`src/rtl/core/rpi_pkg.sv`:
```
// ----------------------------------------------------------------------------
// rpi_pkg
// Shared widths and the job record passed from the front end to the back end.
// ----------------------------------------------------------------------------
package rpi_pkg;

    localparam int CW   = 32;             // coordinate width
    localparam int FB   = 16;             // fraction bits
    localparam int TW   = CW - 1;         // ray parameter width
    localparam int PW   = 2 * CW;         // exact product width
    localparam int DW   = PW + 2;         // dot product width
    localparam int NW   = PW + 3;         // numerator width
    localparam int RW   = DW + CW + FB;   // divider remainder width
    localparam int QD   = 4;              // queue depth
    localparam int QAW  = $clog2(QD);
    localparam int QCW  = $clog2(QD + 1);

    typedef logic [2:0][CW-1:0] vec3_t;

    typedef struct packed {
        logic          miss;
        logic          sat;
        logic [NW-1:0] num;
        logic [DW-1:0] den;
        vec3_t         org;
        vec3_t         dir;
    } rpi_job_t;

endpackage

```
`src/rtl/core/rpi_queue.sv`:
```
// ----------------------------------------------------------------------------
// rpi_queue
// Small job queue between front end and back end.
// ----------------------------------------------------------------------------
module rpi_queue
(
    input  logic              clk,
    input  logic              rst_n,
    input  logic              push,
    input  rpi_pkg::rpi_job_t din,
    input  logic              pop,
    output rpi_pkg::rpi_job_t dout,
    output logic              empty,
    output logic [rpi_pkg::QCW-1:0] count
);
    import rpi_pkg::*;

    rpi_job_t mem_reg [QD];
    logic [QAW-1:0] wr_ptr_reg, rd_ptr_reg;
    logic [QCW-1:0] count_reg, count_next;

    always_comb
    begin
        count_next = count_reg;
        if (push && !pop)
            count_next = count_reg + QCW'(1);
        else if (pop && !push)
            count_next = count_reg - QCW'(1);
    end

    always_ff @(posedge clk or negedge rst_n)
    begin
        if (!rst_n)
        begin
            wr_ptr_reg <= '0;
            rd_ptr_reg <= '0;
            count_reg  <= '0;
        end
        else
        begin
            if (push)
                wr_ptr_reg <= wr_ptr_reg + QAW'(1);
            if (pop)
                rd_ptr_reg <= rd_ptr_reg + QAW'(1);
            count_reg <= count_next;
        end
    end

    always_ff @(posedge clk)
    begin
        if (push)
            mem_reg[wr_ptr_reg] <= din;
    end

    assign dout  = mem_reg[rd_ptr_reg];
    assign empty = (count_reg == '0);
    assign count = count_reg;

    a_no_overflow: assert property (@(posedge clk) disable iff (!rst_n)
        push |-> (count_reg < QCW'(QD)) || pop)
        else $error("queue overflow");

    a_no_underflow: assert property (@(posedge clk) disable iff (!rst_n)
        pop |-> count_reg != '0)
        else $error("queue underflow");

    a_count_up: assert property (@(posedge clk) disable iff (!rst_n)
        (push && !pop) |=> count_reg == $past(count_reg) + QCW'(1))
        else $error("queue count mismatch");

endmodule

```
`config.mk`:
```
export PLATFORM = sky130hd
export DESIGN_NAME = rpi_queue
export DESIGN_NICKNAME = d
export VERILOG_FILES = /design/src/rtl/core/rpi_pkg.sv /design/src/rtl/core/rpi_queue.sv
export SDC_FILE = /design/constraint.sdc
export NUM_CORES = 1
export LEC_CHECK = 0
export BUFFER_PORTS_ARGS = -buffer_cell sky130_fd_sc_hd__buf_2
export CORE_MARGIN = 5
export CORE_UTILIZATION = 45
export CTS_BUF_LIST = sky130_fd_sc_hd__clkbuf_8
export CTS_CLUSTER_SIZE = 25
export DETAILED_ROUTE_END_ITERATION = 10
export PLACE_DENSITY_LB_ADDON = 0.25
export SLEW_MARGIN = 20
export SYNTH_ARGS = -nofsm -noshare
export SYNTH_HDL_FRONTEND = slang
export SYNTH_SLANG_ARGS = --single-unit
```
`constraint.sdc`:
```
create_clock -name clk -period 27.8 [get_ports clk]
set_input_delay 2.78 -clock clk [delete_from_list [all_inputs] [get_ports clk]]
set_output_delay 2.78 -clock clk [all_outputs]
set_load 0.005 [all_outputs]
```
==> results.toml <==
[clock_network]
clock-sinks = 1315
cts-root-buf = "clkbuf_8"
h-tree-depth = 4
path_clk_slew_ns = 0.06
clock_path_buffers = 3
clk_latency_ns = 0.87
cts_tree = "built"
ctsResizeCount = 0
hold_buffers = 0
numCtsBuffers = 203
post-cts-setup-buffers = 0

[finish]
largest_register_ff_count = 1308
multi_input_area_sq_um = 7570
ff_latch_area_sq_um = 39500
mostFrequentLayoutCell = "edfxtp_1"
fillers = 8128
areaGrowthSynthToFinish_pct = 17.1
fin_util_pct = 53.1
final_cells = 4151
drive_above_1_share_pct = 46.7
nNetsFinal = 2899
final_cell_mix = "edfxtp_1 (1308), buf_2 (661), mux4_2 (327)"

[placement]
place_inst = 3748
gp_congestion = 0.804
port_buffers = 661
hpwl_mm = 64.8
dp_slack_ns = 19.87

[setup_path]
cp.arrival_ns = 5.76
end_kind = "output pin"
crit_required_ns = 25.02
worstSetupPathType = "flip-flop to output pin"
worstSetupStartpointType = "flip-flop"
crit_path_cell_trace = "buf_4, buf_4, buf_4, buf_4, mux4_2, buf_2"
cpMostUsedCell = "buf_4"
r2r_slack_ns = 23.46
crit_path_max_fanout = 46
cp_top_family = "buffers and inverters"
critical-path-slowest-cell = "dfrtp_4"
critical_path_buf_inv_count = 5
max_stage_delay_ns = 0.97

[grt]
antenna_found_initial = 63
grt_max_degree = 137
grt_pass1_vias = 23100
track_usage_pct = 17.7
grt_pass1_wl_mm = 148
grt-ovfl-total = 0

[timing]
worst_slack_ns = 19.26
worst_slew_pin_slew_ns = 1.15
setup_viol = 0
finalHoldViolCount = 0
maxSlewViolCount = 0
fin_skew_ns = 0.0432
finalCritPeriodShare_pct = 30.7
tns_ns = 0
relSlewSlack_pct = 23.4
fmax_mhz = 117
fin_crit_ns = 8.54
rsz0062_at_grt = "false"

[floorplan]
core-area_sq_um = 106000
io_pins = 662
die_area_sq_um = 113000
die_h_microns = 336
num_rows = 119
start_util_pct = 45.4
die_w_microns = 336

[drt]
vias = 21600
vias_per_cell = 5.21
wl_per_cell_microns = 24.5
drt_pass1_iterations = 5
remaining_drc_errors = 0
ant_nets = 0
wirelength_mm = 102
drt_iter0_drc = 1357

[yosys]
synth_area_per_cell_sq_um = 27.5
ys_warn_count = 0
ys_ff_latch = 1315
synth_cell_types = 19
yosysSeqAreaShare_pct = 82.4
synthesis.area_sq_um = 47900
syn-num-nets = 2078
netlist_instances = 1741

[job]
max_cap_violations = 0

[hold_path]
holdCritPathClass = "flip-flop to flip-flop"

[power_and_ir_drop]
powerDensity_nw_per_um2 = 102
leakagePower_nw = 19.2
total_power_mw = 5.74
peakVddDrop_uv = 139

[run_status]
status = "complete, no violations"
==> cell families (layout without fill, tap and decap cells) <==
| group | after synthesis | in the layout | share of synthesized area (%) |
|---|---|---|---|
| multiplexers | 328 | 328 | 15.4 |
| AO/OA/AOI/OAI | 1 | 1 | 0.0104 |
| adder cells (fa/ha/maj) | 6 | 6 | 0.172 |
| XOR/XNOR | 6 | 6 | 0.110 |
| flip-flops | 1315 | 1315 | 82.4 |
| other | 0 | 44 | 0 |
| buffers and inverters | 77 | 1052 | 1.86 |
| AND/OR/NAND/NOR | 8 | 8 | 0.0862 |
==> Yosys cell counts <==
| library cell | instances | area share (%) |
|---|---|---|
| mux2_2 | 1 | 0.024 |
| edfxtp_1 | 1308 | 82 |
| mux4_2 | 327 | 15 |
| buf_12 | 33 | 1.4 |
| buf_6 | 3 | 0.071 |
| nor2_1 | 1 | 0.0078 |
| buf_4 | 1 | 0.016 |
| and2_1 | 4 | 0.052 |
| o21ai_0 | 1 | 0.010 |
| clkbuf_1 | 3 | 0.024 |
| dfrtp_1 | 7 | 0.37 |
| nor3_1 | 1 | 0.010 |
| nand2_1 | 2 | 0.016 |
| ha_1 | 5 | 0.13 |
| fa_1 | 1 | 0.042 |
| xnor2_1 | 2 | 0.037 |
| buf_2 | 33 | 0.34 |
| xor2_1 | 4 | 0.073 |
| inv_1 | 4 | 0.031 |
==> worst paths after layout <==
path                              endpoint          start  cells past startpoint
max                              dout[131]  rd_ptr_reg[0]                      6
min                               count[2]       count[2]                      1
max reg2reg                mem_reg[3][128]  wr_ptr_reg[0]                      5
min reg2reg                       count[2]       count[2]                      1
max in group asynchronous    rd_ptr_reg[1]          rst_n                      1
min in group asynchronous         count[1]          rst_n                      1
==> area by class of cell <==
cell class	count	share of cell area (%)
repair buffers	689	6.32
multi-input cells	349	13.5
well taps	1391	3.10
diodes	44	0.196
flip-flops and latches	1315	70.3
clock inverters	156	1.55
inverters	4	0.0268
clock buffers	203	4.98
==> routing by layer <==
metal | routed length (microns) | up-vias | track usage [%]
met1 | 36900 | 11200 | 20.7
met5 | 242 | - | 0
met4 | 3150 | 36 | 7.43
li1 | - | 9350 | -
met3 | 8940 | 206 | 6.89
met2 | 52700 | 769 | 29.4
==> per-stage QoR <==
| stage | hold WS, ns | instance area, sq um |
|---|---|---|
| 6_report | 0.500 | 56100 |
| 4_1_cts | 0.496 | 56000 |
| 2_1_floorplan | 0.485 | 47900 |
| 3_3_place_gp | 0.486 | 52300 |
| 5_1_grt | 0.529 | 56100 |
| 3_5_place_dp | 0.481 | 52300 |
==> report_power, final <==
group | internal, mW | switching (mW)
combinational | 0.741 | 0.844
sequential | 2.60 | 0.113
clock | 0.724 | 0.723
Note: power is estimated with default switching activity, not from simulation.
